## config.mk

```make
export PLATFORM = sky130hd
export DESIGN_NAME = unsorted_array_priority_queue
export DESIGN_NICKNAME = d
export VERILOG_FILES = /design/src/uapq_pkg.sv /design/src/unsorted_array_priority_queue.sv /design/src/uapq_cell.sv
export SDC_FILE = /design/constraint.sdc
export NUM_CORES = 2
export LEC_CHECK = 0
export BUFFER_PORTS_ARGS = -buffer_cell sky130_fd_sc_hd__buf_2
export CAP_MARGIN = 20
export CORE_MARGIN = 5
export CORE_UTILIZATION = 50
export CTS_BUF_LIST = sky130_fd_sc_hd__clkbuf_4
export CTS_CLUSTER_SIZE = 12
export DETAILED_ROUTE_END_ITERATION = 12
export GPL_ROUTABILITY_DRIVEN = 0
export PLACE_DENSITY = 0.77
export SLEW_MARGIN = 20
export SYNTH_ARGS = -nofsm -noshare
export SYNTH_HDL_FRONTEND = slang
export SYNTH_SLANG_ARGS = --single-unit
```

## constraint.sdc

```tcl
create_clock -name clk -period 13.4 [get_ports clk]
set_clock_uncertainty 0.2 [all_clocks]
set_input_delay 0 -clock clk [delete_from_list [all_inputs] [get_ports clk]]
set_output_delay 0 -clock clk [all_outputs]
set_load 0.01 [all_outputs]
```

## src/uapq_pkg.sv

```systemverilog
package uapq_pkg;

	localparam int CAPACITY = 16;
	localparam int IDX_W = (CAPACITY > 1) ? $clog2(CAPACITY) : 1;
	localparam int CNT_W = $clog2(CAPACITY + 1);

	typedef enum logic [1:0] {
		KIND_PUSH   = 2'd0,
		KIND_POP    = 2'd1,
		KIND_DELETE = 2'd2,
		KIND_QUERY  = 2'd3
	} kind_t;

	typedef enum logic [1:0] {
		STAT_OK        = 2'd0,
		STAT_FULL      = 2'd1,
		STAT_EMPTY     = 2'd2,
		STAT_NOT_FOUND = 2'd3
	} status_t;

	typedef enum logic [1:0] {
		S_IDLE,
		S_SCAN,
		S_FINISH
	} state_t;

	typedef struct packed {
		logic [15:0] job;
		logic [15:0] prio;
	} entry_t;

	// Best entry found among a cell and everything above it.
	typedef struct packed {
		logic             valid;
		entry_t           ent;
		logic [IDX_W-1:0] idx;
	} best_t;

	typedef struct packed {
		logic load;
		logic shift;
	} cell_ctl_t;

	// True when a ranks ahead of b; on a full tie a wins only if tie_wins is set.
	function automatic logic outranks(entry_t a, entry_t b, logic tie_wins);
		logic prio_gt;
		logic prio_eq;
		logic job_gt;
		logic job_eq;
		prio_gt = $signed(a.prio) > $signed(b.prio);
		prio_eq = a.prio == b.prio;
		job_gt = a.job > b.job;
		job_eq = a.job == b.job;
		return prio_gt || (prio_eq && (job_gt || (job_eq && tie_wins)));
	endfunction

endpackage

```

## src/unsorted_array_priority_queue.sv

```systemverilog
// Priority queue of up to CAPACITY jobs kept in arrival order in a row of cells.
// Input channel (in_valid/in_ready): kind, job_number, priority_req. Push appends,
// pop takes the highest priority (larger job number on equal priority), delete
// removes the first stored job with a matching number, query only reports.
// Output channel (out_valid/out_ready): one result per input transfer with the
// status, the removed job, the front job and priority, and the job count.
// After its transfer an item passes through S_FINISH, which loads the result into
// the output register once that register is free; the next transfer is taken
// back in S_IDLE. When an item removes the current front job, it first waits in
// S_SCAN while the best-of-suffix chain through the cells settles, and the new
// front is taken from the chain's head. Items are worked one at a time.
// When the receiver stalls, the result holds in the output register; one more
// item may be taken and finished, then it waits until the register is free.
// Reset empties the queue and drops out_valid; stored entries are
// not cleared, since only slots below the count are ever read.
module unsorted_array_priority_queue (
	input  logic               clk,
	input  logic               arst_n,
	input  logic               in_valid,
	output logic               in_ready,
	input  logic [1:0]         kind,
	input  logic [15:0]        job_number,
	input  logic signed [15:0] priority_req,
	output logic               out_valid,
	input  logic               out_ready,
	output logic [1:0]         status,
	output logic               removed_valid,
	output logic [15:0]        removed_job,
	output logic               front_valid,
	output logic [15:0]        front_job,
	output logic signed [15:0] front_priority,
	output logic [4:0]         job_count
);
	import uapq_pkg::*;

	typedef struct packed {
		entry_t           ent;
		logic [IDX_W-1:0] idx;
	} front_t;

	state_t state_q, state_d;

	logic [CNT_W-1:0] count_q, count_d;
	logic [CNT_W-1:0] scan_q;
	front_t           front_q, front_d;

	status_t     res_status_q;
	logic        res_rm_valid_q;
	logic [15:0] res_rm_job_q;

	logic        out_valid_q;
	status_t     out_status_q;
	logic        out_rm_valid_q;
	logic [15:0] out_rm_job_q;
	logic        out_front_valid_q;
	logic [15:0] out_front_job_q;
	logic [15:0] out_front_prio_q;
	logic [4:0]  out_count_q;

	entry_t    cell_entry [CAPACITY];
	best_t     cell_best  [CAPACITY];
	entry_t    cell_next  [CAPACITY];
	best_t     cell_nbest [CAPACITY];
	cell_ctl_t cell_ctl   [CAPACITY];
	logic      cell_live  [CAPACITY];

	entry_t           new_entry;
	logic             accept;
	logic             found;
	logic [IDX_W-1:0] match_idx;
	status_t          op_status;
	logic             op_rm_valid;
	logic [15:0]      op_rm_job;
	logic [IDX_W-1:0] rm_idx;
	logic             do_rm;
	logic             do_push;
	logic             rescan;
	logic             load_out;

	assign new_entry = '{job: job_number, prio: priority_req};
	assign accept = in_valid && in_ready;

	genvar g;
	generate
		for (g = 0; g < CAPACITY; g++) begin : g_cell
			if (g == CAPACITY - 1) begin : g_last
				assign cell_next[g] = '0;
				assign cell_nbest[g] = '0;
			end else begin : g_mid
				assign cell_next[g] = cell_entry[g + 1];
				assign cell_nbest[g] = cell_best[g + 1];
			end

			assign cell_live[g] = CNT_W'(g) < count_q;
			assign cell_ctl[g].load = accept && do_push && (count_q == CNT_W'(g));
			assign cell_ctl[g].shift = accept && do_rm && (IDX_W'(g) >= rm_idx);

			uapq_cell u_cell (
				.clk        (clk),
				.arst_n     (arst_n),
				.ctl        (cell_ctl[g]),
				.new_entry  (new_entry),
				.next_entry (cell_next[g]),
				.next_best  (cell_nbest[g]),
				.live       (cell_live[g]),
				.cell_idx   (IDX_W'(g)),
				.entry      (cell_entry[g]),
				.best       (cell_best[g])
			);
		end
	endgenerate

	// First stored job with the requested number.
	always_comb begin
		found = 1'b0;
		match_idx = '0;
		for (int i = 0; i < CAPACITY; i++) begin
			if (!found && cell_live[i] && (cell_entry[i].job == job_number)) begin
				found = 1'b1;
				match_idx = IDX_W'(i);
			end
		end
	end

	// Effect of the presented item on count, front and the cells.
	always_comb begin
		op_status = STAT_OK;
		op_rm_valid = 1'b0;
		op_rm_job = '0;
		rm_idx = '0;
		do_rm = 1'b0;
		do_push = 1'b0;
		rescan = 1'b0;
		front_d = front_q;
		count_d = count_q;
		case (kind_t'(kind))
			KIND_PUSH: begin
				if (count_q == CNT_W'(CAPACITY)) begin
					op_status = STAT_FULL;
				end else begin
					do_push = 1'b1;
					count_d = CNT_W'(count_q + 1'b1);
					// A later arrival takes the front only when strictly ahead.
					if (count_q == '0 || outranks(new_entry, front_q.ent, 1'b0)) begin
						front_d = '{ent: new_entry, idx: IDX_W'(count_q)};
					end
				end
			end
			KIND_POP: begin
				if (count_q == '0) begin
					op_status = STAT_EMPTY;
				end else begin
					op_rm_valid = 1'b1;
					op_rm_job = front_q.ent.job;
					rm_idx = front_q.idx;
					do_rm = 1'b1;
					rescan = 1'b1;
					count_d = CNT_W'(count_q - 1'b1);
				end
			end
			KIND_DELETE: begin
				if (count_q == '0) begin
					op_status = STAT_EMPTY;
				end else if (!found) begin
					op_status = STAT_NOT_FOUND;
				end else begin
					op_rm_valid = 1'b1;
					op_rm_job = job_number;
					rm_idx = match_idx;
					do_rm = 1'b1;
					count_d = CNT_W'(count_q - 1'b1);
					if (match_idx == front_q.idx) begin
						rescan = 1'b1;
					end else if (match_idx < front_q.idx) begin
						front_d.idx = IDX_W'(front_q.idx - 1'b1);
					end
				end
			end
			default: begin
			end
		endcase
	end

	always_ff @(posedge clk or negedge arst_n) begin
		if (!arst_n) begin
			state_q <= S_IDLE;
		end else begin
			state_q <= state_d;
		end
	end

	always_comb begin
		state_d = state_q;
		in_ready = 1'b0;
		load_out = 1'b0;
		case (state_q)
			S_IDLE: begin
				in_ready = 1'b1;
				if (in_valid) begin
					state_d = rescan ? S_SCAN : S_FINISH;
				end
			end
			S_SCAN: begin
				if (scan_q == '0) begin
					state_d = S_FINISH;
				end
			end
			S_FINISH: begin
				if (!out_valid_q || out_ready) begin
					load_out = 1'b1;
					state_d = S_IDLE;
				end
			end
			default: begin
				state_d = S_IDLE;
			end
		endcase
	end

	always_ff @(posedge clk or negedge arst_n) begin
		if (!arst_n) begin
			count_q <= '0;
		end else if (accept) begin
			count_q <= count_d;
		end
	end

	always_ff @(posedge clk) begin
		if (accept) begin
			front_q <= front_d;
			scan_q <= CNT_W'(CAPACITY);
			res_status_q <= op_status;
			res_rm_valid_q <= op_rm_valid;
			res_rm_job_q <= op_rm_job;
		end else if (state_q == S_SCAN) begin
			if (scan_q == '0) begin
				// The suffix chain has settled; its head holds the new front.
				front_q <= '{ent: cell_best[0].ent, idx: cell_best[0].idx};
			end else begin
				scan_q <= CNT_W'(scan_q - 1'b1);
			end
		end
	end

	always_ff @(posedge clk or negedge arst_n) begin
		if (!arst_n) begin
			out_valid_q <= 1'b0;
		end else if (load_out) begin
			out_valid_q <= 1'b1;
		end else if (out_ready) begin
			out_valid_q <= 1'b0;
		end
	end

	always_ff @(posedge clk) begin
		if (load_out) begin
			out_status_q <= res_status_q;
			out_rm_valid_q <= res_rm_valid_q;
			out_rm_job_q <= res_rm_job_q;
			out_front_valid_q <= count_q != '0;
			out_front_job_q <= (count_q != '0) ? front_q.ent.job : 16'd0;
			out_front_prio_q <= (count_q != '0) ? front_q.ent.prio : 16'd0;
			out_count_q <= 5'(count_q);
		end
	end

	assign out_valid = out_valid_q;
	assign status = out_status_q;
	assign removed_valid = out_rm_valid_q;
	assign removed_job = out_rm_job_q;
	assign front_valid = out_front_valid_q;
	assign front_job = out_front_job_q;
	assign front_priority = $signed(out_front_prio_q);
	assign job_count = out_count_q;

endmodule

```

## src/uapq_cell.sv

```systemverilog
module uapq_cell (
	input  logic                         clk,
	input  logic                         arst_n,
	input  uapq_pkg::cell_ctl_t          ctl,
	input  uapq_pkg::entry_t             new_entry,
	input  uapq_pkg::entry_t             next_entry,
	input  uapq_pkg::best_t              next_best,
	input  logic                         live,
	input  logic [uapq_pkg::IDX_W-1:0]   cell_idx,
	output uapq_pkg::entry_t             entry,
	output uapq_pkg::best_t              best
);
	import uapq_pkg::*;

	entry_t entry_q;
	best_t  best_q;
	best_t  best_d;

	always_ff @(posedge clk) begin
		if (ctl.load) begin
			entry_q <= new_entry;
		end else if (ctl.shift) begin
			entry_q <= next_entry;
		end
	end

	// The earlier slot wins a full tie, so this cell beats an equal entry above it.
	always_comb begin
		if (live && (!next_best.valid || outranks(entry_q, next_best.ent, 1'b1))) begin
			best_d = '{valid: 1'b1, ent: entry_q, idx: cell_idx};
		end else begin
			best_d = next_best;
		end
	end

	always_ff @(posedge clk or negedge arst_n) begin
		if (!arst_n) begin
			best_q <= '0;
		end else begin
			best_q <= best_d;
		end
	end

	assign entry = entry_q;
	assign best = best_q;

endmodule

```

# [Word level (Yosys, flattened, before mapping)]
# Index checks and enable logic that the tools add are counted.
[totals] input_bits=38 register_bits=1228 wordCells=601 output_inout_bits=59
[op_classes] n_reduce_logical=206 muxes=128 bitwise_logic=1 addsub=4 eq_ne=85 n_lt_le_gt_ge=65
[ops] op="32-bit two-way mux" count=33
[ops] op="16-bit == test" count=47
[ops] op="37-bit two-way mux" count=15
[ops] op="16-bit > comparator" count=32
[ops] op="36-bit two-way mux" count=6
[ops] op="1-bit logical AND" count=97
[ops] op="4-bit two-way mux" count=19
[ops] op="1-bit logical OR" count=48
[ops] op="16-bit two-way mux" count=3
[ops] op="5-bit by 4-bit == test with 1-bit output (second input constant)" count=8
[ops] op="4-bit by 5-bit less-than comparator with 1-bit output (first input constant)" count=8
[ops] op="2-bit nonzero test" count=19
[ops] op="4-bit >= comparator (first input constant)" count=8
[ops] op="16-bit one-hot mux with 2 select lines" count=1
[ops] op="1-bit logical NOT" count=31
[ops] op="1-bit two-way mux" count=31
[ops] op="5-bit by 3-bit == test with 1-bit output (second input constant)" count=4
[ops] op="3-bit by 5-bit less-than comparator with 1-bit output (first input constant)" count=4
[ops] op="5-bit two-way mux" count=4
[ops] op="2-bit two-way mux" count=9
[ops] op="3-bit inequality test (second input constant)" count=6
[ops] op="3-bit by 4-bit >= comparator with 1-bit output (first input constant)" count=4
[ops] op="2-bit inequality test (second input constant)" count=8
[ops] op="4-bit one-hot mux with 2 select lines" count=2
[ops] op="other kinds (29)" count=42

# [Depth between registers and ports, before layout]
[depth] ltp_word=71 depth_mapped=19 ltp_nobuf=17

# [Modules after synthesis]
# From an unflattened synthesis, not the netlist that was laid out.
[unflattened] cells_unflattened=7690 area_unflattened_um2=87003.4
[modules_own_cells] module="uapq_cell" cells_each=405 n_inst=16 seq_area_each_um2=1886.8 area_each_um2=4762.1
[modules_own_cells] module="unsorted_array_priority_queue" cells_each=1210 n_inst=1 seq_area_each_um2=3663.5 area_each_um2=10810.4

# [Least setup slack after synthesis]
# Ideal clock, no wire load.
[synth_timing] path_kind="register to register" startpoint="register g_cell[3].u_cell.entry_q, in the netlist g_cell[3].u_cell.entry[18]" endpoint="register g_cell[1].u_cell.entry_q, in the netlist g_cell[1].u_cell.entry[0] (enable)" stages_incl_launch_ff=10 slack_ns=7.825 n_path_buf=0 t_arrival_ns=4.909 synth_period_minus_slack_ns=5.575 cell_sequence="edfxtp_1 -> xor2_1 -> or4_1 -> or3b_1 -> o22ai_2 -> nand3b_1 -> o41ai_2 -> a211o_1 -> or3_4 -> o21ai_0"
[synth_between] elab_chain_len=57 word_cells_on_any_way=74 classes_between="order compare (1); eq/ne (1); mux (32); reduce/logical (40)"
[synth_rtl] item="start, declared" line_no="uapq_cell.sv:15" rtl="entry_t entry_q;"
[synth_rtl] item="start signal, assigned" line_no="uapq_cell.sv:21" rtl="entry_q <= new_entry;"
[synth_rtl] item="start signal, assigned" line_no="uapq_cell.sv:23" rtl="entry_q <= next_entry;"
[synth_rtl] item="16-bit == test (*)" line_no="unsorted_array_priority_queue.sv:118" rtl="if (!found && cell_live[i] && (cell_entry[i].job == job_number)) begin"
[synth_rtl] item="1-bit logical AND (*)" line_no="unsorted_array_priority_queue.sv:118"
[synth_rtl] item="1-bit two-way mux" line_no="unsorted_array_priority_queue.sv:118"
[synth_rtl] item="1-bit logical NOT" line_no="unsorted_array_priority_queue.sv:118"
[synth_rtl] item="1-bit logical AND (2 in series)" line_no="unsorted_array_priority_queue.sv:118"
[synth_rtl] item="1-bit two-way mux" line_no="unsorted_array_priority_queue.sv:118"
[synth_rtl] item="1-bit logical NOT" line_no="unsorted_array_priority_queue.sv:118"
[synth_rtl] item="1-bit logical AND (2 in series)" line_no="unsorted_array_priority_queue.sv:118"
[synth_rtl] item="[38 not listed]"
[synth_rtl] item="1-bit logical AND (2 in series)" line_no="unsorted_array_priority_queue.sv:118"
[synth_rtl] item="4-bit two-way mux / 1-bit two-way mux (equally long branches)" line_no="unsorted_array_priority_queue.sv:118"
[synth_rtl] item="4-bit two-way mux / 1-bit two-way mux (equally long branches)" line_no="unsorted_array_priority_queue.sv:164" rtl="end else if (!found) begin"
[synth_rtl] item="4-bit two-way mux / 1-bit two-way mux (equally long branches)" line_no="unsorted_array_priority_queue.sv:162" rtl="if (count_q == '0) begin"
[synth_rtl] item="4-bit one-hot mux with 2 select lines / 1-bit one-hot mux with 2 select lines (equally long branches)" line_no="unsorted_array_priority_queue.sv:136" rtl="case (kind_t'(kind))"
[synth_rtl] item="1-bit by 4-bit >= comparator with 1-bit output / 1-bit logical AND (equally long branches)" line_no="unsorted_array_priority_queue.sv:96" rtl="assign cell_ctl[g].shift = accept && do_rm && (IDX_W'(g) >= rm_idx);"
[synth_rtl] item="1-bit logical AND (*)" line_no="unsorted_array_priority_queue.sv:96"
[synth_rtl] item="2-bit nonzero test (no source line) (*)"
[synth_rtl] item="end signal, assigned" line_no="uapq_cell.sv:21"
[synth_rtl] item="end signal, assigned" line_no="uapq_cell.sv:23"
[synth_rtl] item="end, declared" line_no="uapq_cell.sv:15"
# Mark *: on every way between the ends. The rest lies on a longest branch, timed or not.
# A chain may end at the register's enable or synchronous reset.

# [Final worst setup path]
[layout_timing] startpoint="register count_q[4]" endpoint="register g_cell[6].u_cell.entry_q, in the netlist g_cell[6].u_cell.entry[8] (enable)"
[layout_between] elab_chain_len=69 word_cells_on_any_way=112 classes_between="order compare (17); eq/ne (2); mux (41); reduce/logical (52)"
[layout_rtl] item="start, declared" line_no="unsorted_array_priority_queue.sv:43" rtl="logic [CNT_W-1:0] count_q, count_d;"
[layout_rtl] item="start signal, assigned" line_no="unsorted_array_priority_queue.sv:224" rtl="count_q <= count_d;"
[layout_rtl] item="1-bit by 5-bit less-than comparator with 1-bit output" line_no="unsorted_array_priority_queue.sv:94" rtl="assign cell_live[g] = CNT_W'(g) < count_q;"
[layout_rtl] item="1-bit logical AND" line_no="unsorted_array_priority_queue.sv:118"
[layout_rtl] item="1-bit two-way mux" line_no="unsorted_array_priority_queue.sv:118"
[layout_rtl] item="1-bit logical NOT" line_no="unsorted_array_priority_queue.sv:118"
[layout_rtl] item="1-bit logical AND (2 in series)" line_no="unsorted_array_priority_queue.sv:118"
[layout_rtl] item="1-bit two-way mux" line_no="unsorted_array_priority_queue.sv:118"
[layout_rtl] item="1-bit logical NOT" line_no="unsorted_array_priority_queue.sv:118"
[layout_rtl] item="1-bit logical AND (2 in series)" line_no="unsorted_array_priority_queue.sv:118"
[layout_rtl] item="[50 not listed]"
[layout_rtl] item="1-bit logical AND (2 in series)" line_no="unsorted_array_priority_queue.sv:118"
[layout_rtl] item="4-bit two-way mux / 1-bit two-way mux (equally long branches)" line_no="unsorted_array_priority_queue.sv:118"
[layout_rtl] item="4-bit two-way mux / 1-bit two-way mux (equally long branches)" line_no="unsorted_array_priority_queue.sv:164"
[layout_rtl] item="4-bit two-way mux / 1-bit two-way mux (equally long branches)" line_no="unsorted_array_priority_queue.sv:162"
[layout_rtl] item="4-bit one-hot mux with 2 select lines / 1-bit one-hot mux with 2 select lines (equally long branches)" line_no="unsorted_array_priority_queue.sv:136"
[layout_rtl] item="3-bit by 4-bit >= comparator with 1-bit output / 1-bit logical AND (equally long branches)" line_no="unsorted_array_priority_queue.sv:96"
[layout_rtl] item="1-bit logical AND" line_no="unsorted_array_priority_queue.sv:96"
[layout_rtl] item="2-bit nonzero test (no source line) (*)"
[layout_rtl] item="end signal, assigned" line_no="uapq_cell.sv:21"
[layout_rtl] item="end signal, assigned" line_no="uapq_cell.sv:23"
[layout_rtl] item="end, declared" line_no="uapq_cell.sv:15"
# Marked as above.

==> out/results.tsv <==
metric	value	unit
GRT Util Overall	24.54	%
required time worst endpoint	13.96	ns
number of synthesized flops with an enable pin	624	
clock root buffer	clkbuf_4	
Crit Path Class	reg -> reg	
RSZ-0062 raised after global routing	false	
Main synth FF type	edfxtp_1	
starting density of the core	50.21	%
GR Overflow Total	0	
fin area	72720	um^2
CTS Sinks	1213	
H-tree Lvls	5	
Final ANT Viol Nets	0	
Resize count post-CTS	0	
status	completed	
Hold Crit Depth	4	
Pwr Density	192.0	nW/um^2
reg2reg end	g_cell[6].u_cell.entry[8]$_DFFE_PP_	
Setup-failing EPs final	0	
IO Pins	97	
RR Startpoint	count_q[4]$_DFFE_PN0P_	
post-synth top area share	28.86	%
area leader, netlist	edfxtp_1	
setup TNS	0	ns
count leader, synth	mux2_2	
Post-CTS Setup Inserts	0	
TritonCTS clock tree	yes	
Tightest Pin Transition	1.202	ns
Max-cap violations	0	
Remaining DRCs	0	
met1 WL	68.65	mm
Final Cycle Share	39.82	%
WL/cell	22.16	um
NetSw	4.755	mW
DP Wirelength	117.2	mm
layout cell share with drive strength beyond 1	28.63	%
met3 routed WL	12.63	mm
area of the mapped netlist	64930	um^2
CP arrival	5.89	ns
initial DRC count	3752	
DR WL met2	79.34	mm
top cells by count, synth	mux2_2, edfxtp_1, dfrtp_1	
initial antenna violation count	11	
DR vias/cell	5.687	
Clk pin slew, worst setup/hold paths	0.07	ns
Seq/Total Area, Yosys	51.52	%
first-pass GRT wire length	260.2	mm
# port buffers	96	
internal power	9.210	mW
final hold violations	0	
vias	43439	
largest net degree at the start of global routing	169	
Site Rows	132	
max-slew violations	0	
Clock Power Share	23.9	%
post-synthesis cell count	5270	
Hold Path Class	in -> reg	
flops & latches, synth	1213	
DRT Pass-1 Iters	8	
vias in the first global route	45317	
worst hold endpoint	g_cell[15].u_cell.entry[12]$_SDFFCE_PN0P_	
Die Ht	370.4	um
FF-to-FF setup slack	8.06	ns
sw frac	34.05	%
register share of total power	40.1	%
Async S/R FF share, synth	48.15	%
Placeable Area	129300	um^2
cts hold-fix bufs	83	
relative slew slack	19.64	%
nature of the critical path endpoint	register	
Final #Nets	6204	
crit path max fanout	54	
Post-Syn Nets	5835	
Clk Latency, worst-skew pair	1.22	ns
synthesized area per cell	12.32	um^2
CP startpoint kind	register	
Synth cell types	82	
synth warn	0	
Layout area overhead	12.00	%
die width	370.4	um
Final Critical Period	5.336	ns
Longest Clk Path Bufs	4	
top routing layer used	met4	
Placed Instances	6966	
total CTS buffers	326	
worst hold start	priority_req[12]	
WL final	169.3	mm
Combinational Power Share	36.0	%
full die area	137200	um^2
maximum vdd ir drop	104.2	uV
Synth area leaders	edfxtp_1, dfrtp_1, mux2_2, ha_1, inv_1	
FMAX	187.4	MHz
DP Area	67520	um^2
Lkg Pwr	31.12	nW
Finished Layout Cells	7638	
R2R cell count	11	
sequential cells by signal (all words and copies together), names as in the netlist, 5 cells and up:
register             count
count_q                  5
front_job               16
front_priority          16
front_q                 36
g_cell.u_cell.best     576
g_cell.u_cell.entry    512
job_count                5
removed_job             16
res_rm_job_q            16
scan_q                   5
layout by cell type, fill, tap and decap left out, drive strengths merged, types with 108 or more instances in the layout:
cell type	instances
inv	548
nand4	108
edfxtp	624
o21ai	137
buf	171
nand2	256
clkbuf	504
ha	527
nor2	136
xor2	142
xnor2	126
dfrtp	584
a21oi	131
mux2	929
power by group through the flow:
stage	clock network [mW]	logic (mW)	registers (mW)
floorplan	0	3.65	5.42
global placement	0	4.75	5.63
detailed placement	0	4.92	5.65
CTS	3.39	5.00	5.59
global route	3.60	5.52	5.70
finish	3.34	5.02	5.60
worst max-delay path, stage by stage (launching register included):
cell and delay [ns]:
dfrtp_2 0.34, buf_4 0.52, nor2_1 0.38, nand2_1 0.26, or4bb_1 0.41, nor4_1 0.81
or4_1 0.38, a311oi_1 0.08, o21ai_1 0.16, nand2_1 0.26, nand2_1 0.28, a2bb2oi_4 0.77
cell families (layout without fill, tap and decap cells):
group                    count (synthesis)  after routing  share of synthesized area, %
adder cells (fa/ha/maj)                527            527                         10.16
XOR/XNOR                               268            268                         3.615
AO/OA/AOI/OAI                          564            564                         5.646
multiplexers                           933            933                         16.17
buffers and inverters                  753           1368                         4.517
flip-flops                            1213           1213                         51.52
other                                    0             11                             0
AND/OR/NAND/NOR                       1012           1012                         8.373
metrics by stage:
stage                     worst slack, ns  hold WS (ns)  util (%)  power (mW)
after CTS                           7.938        0.1883     56.13       13.98
after floorplan                     7.825       -0.4956         -       9.069
final                               8.064       0.09240     56.23       13.96
after global placement              8.200       -0.1365     52.19       10.38
after detailed placement            7.997       -0.1365     52.21       10.58
after global routing                8.057       0.03290     56.23       14.81
routing by layer:
metal,track usage [%],vias up
li1,-,19793
met1,31.30,21416
met2,39.89,1733
met3,5.122,497
met4,12.19,0
met5,0,-
cell type report:
cell class                 count  area (um^2)
timing repair buffer         252         1994
tap                         1742         2180
clock buffer                 504         3784
inverter                     542         2034
antenna                       11        27.53
multi-input combinational   3304        28810
clock inverter                70        435.4
sequential                  1213        33450
fill                       10212        56600
worst max path at each step:
stage	from	end	slack, ns	depth (start not counted)
floorplan	g_cell[3].u_cell.entry[18]$_DFFE_PP_	g_cell[1].u_cell.entry[0]$_DFFE_PP_	7.82	9
global placement	count_q[1]$_DFFE_PN0P_	g_cell[10].u_cell.entry[9]$_DFFE_PP_	8.20	10
detailed placement	count_q[1]$_DFFE_PN0P_	g_cell[2].u_cell.entry[8]$_DFFE_PP_	8.00	10
CTS	count_q[1]$_DFFE_PN0P_	g_cell[2].u_cell.entry[7]$_DFFE_PP_	7.94	10
global route	count_q[1]$_DFFE_PN0P_	g_cell[2].u_cell.entry[7]$_DFFE_PP_	8.06	11
finish	count_q[4]$_DFFE_PN0P_	g_cell[6].u_cell.entry[8]$_DFFE_PP_	8.06	11
(Power assumes the default switching activity.)
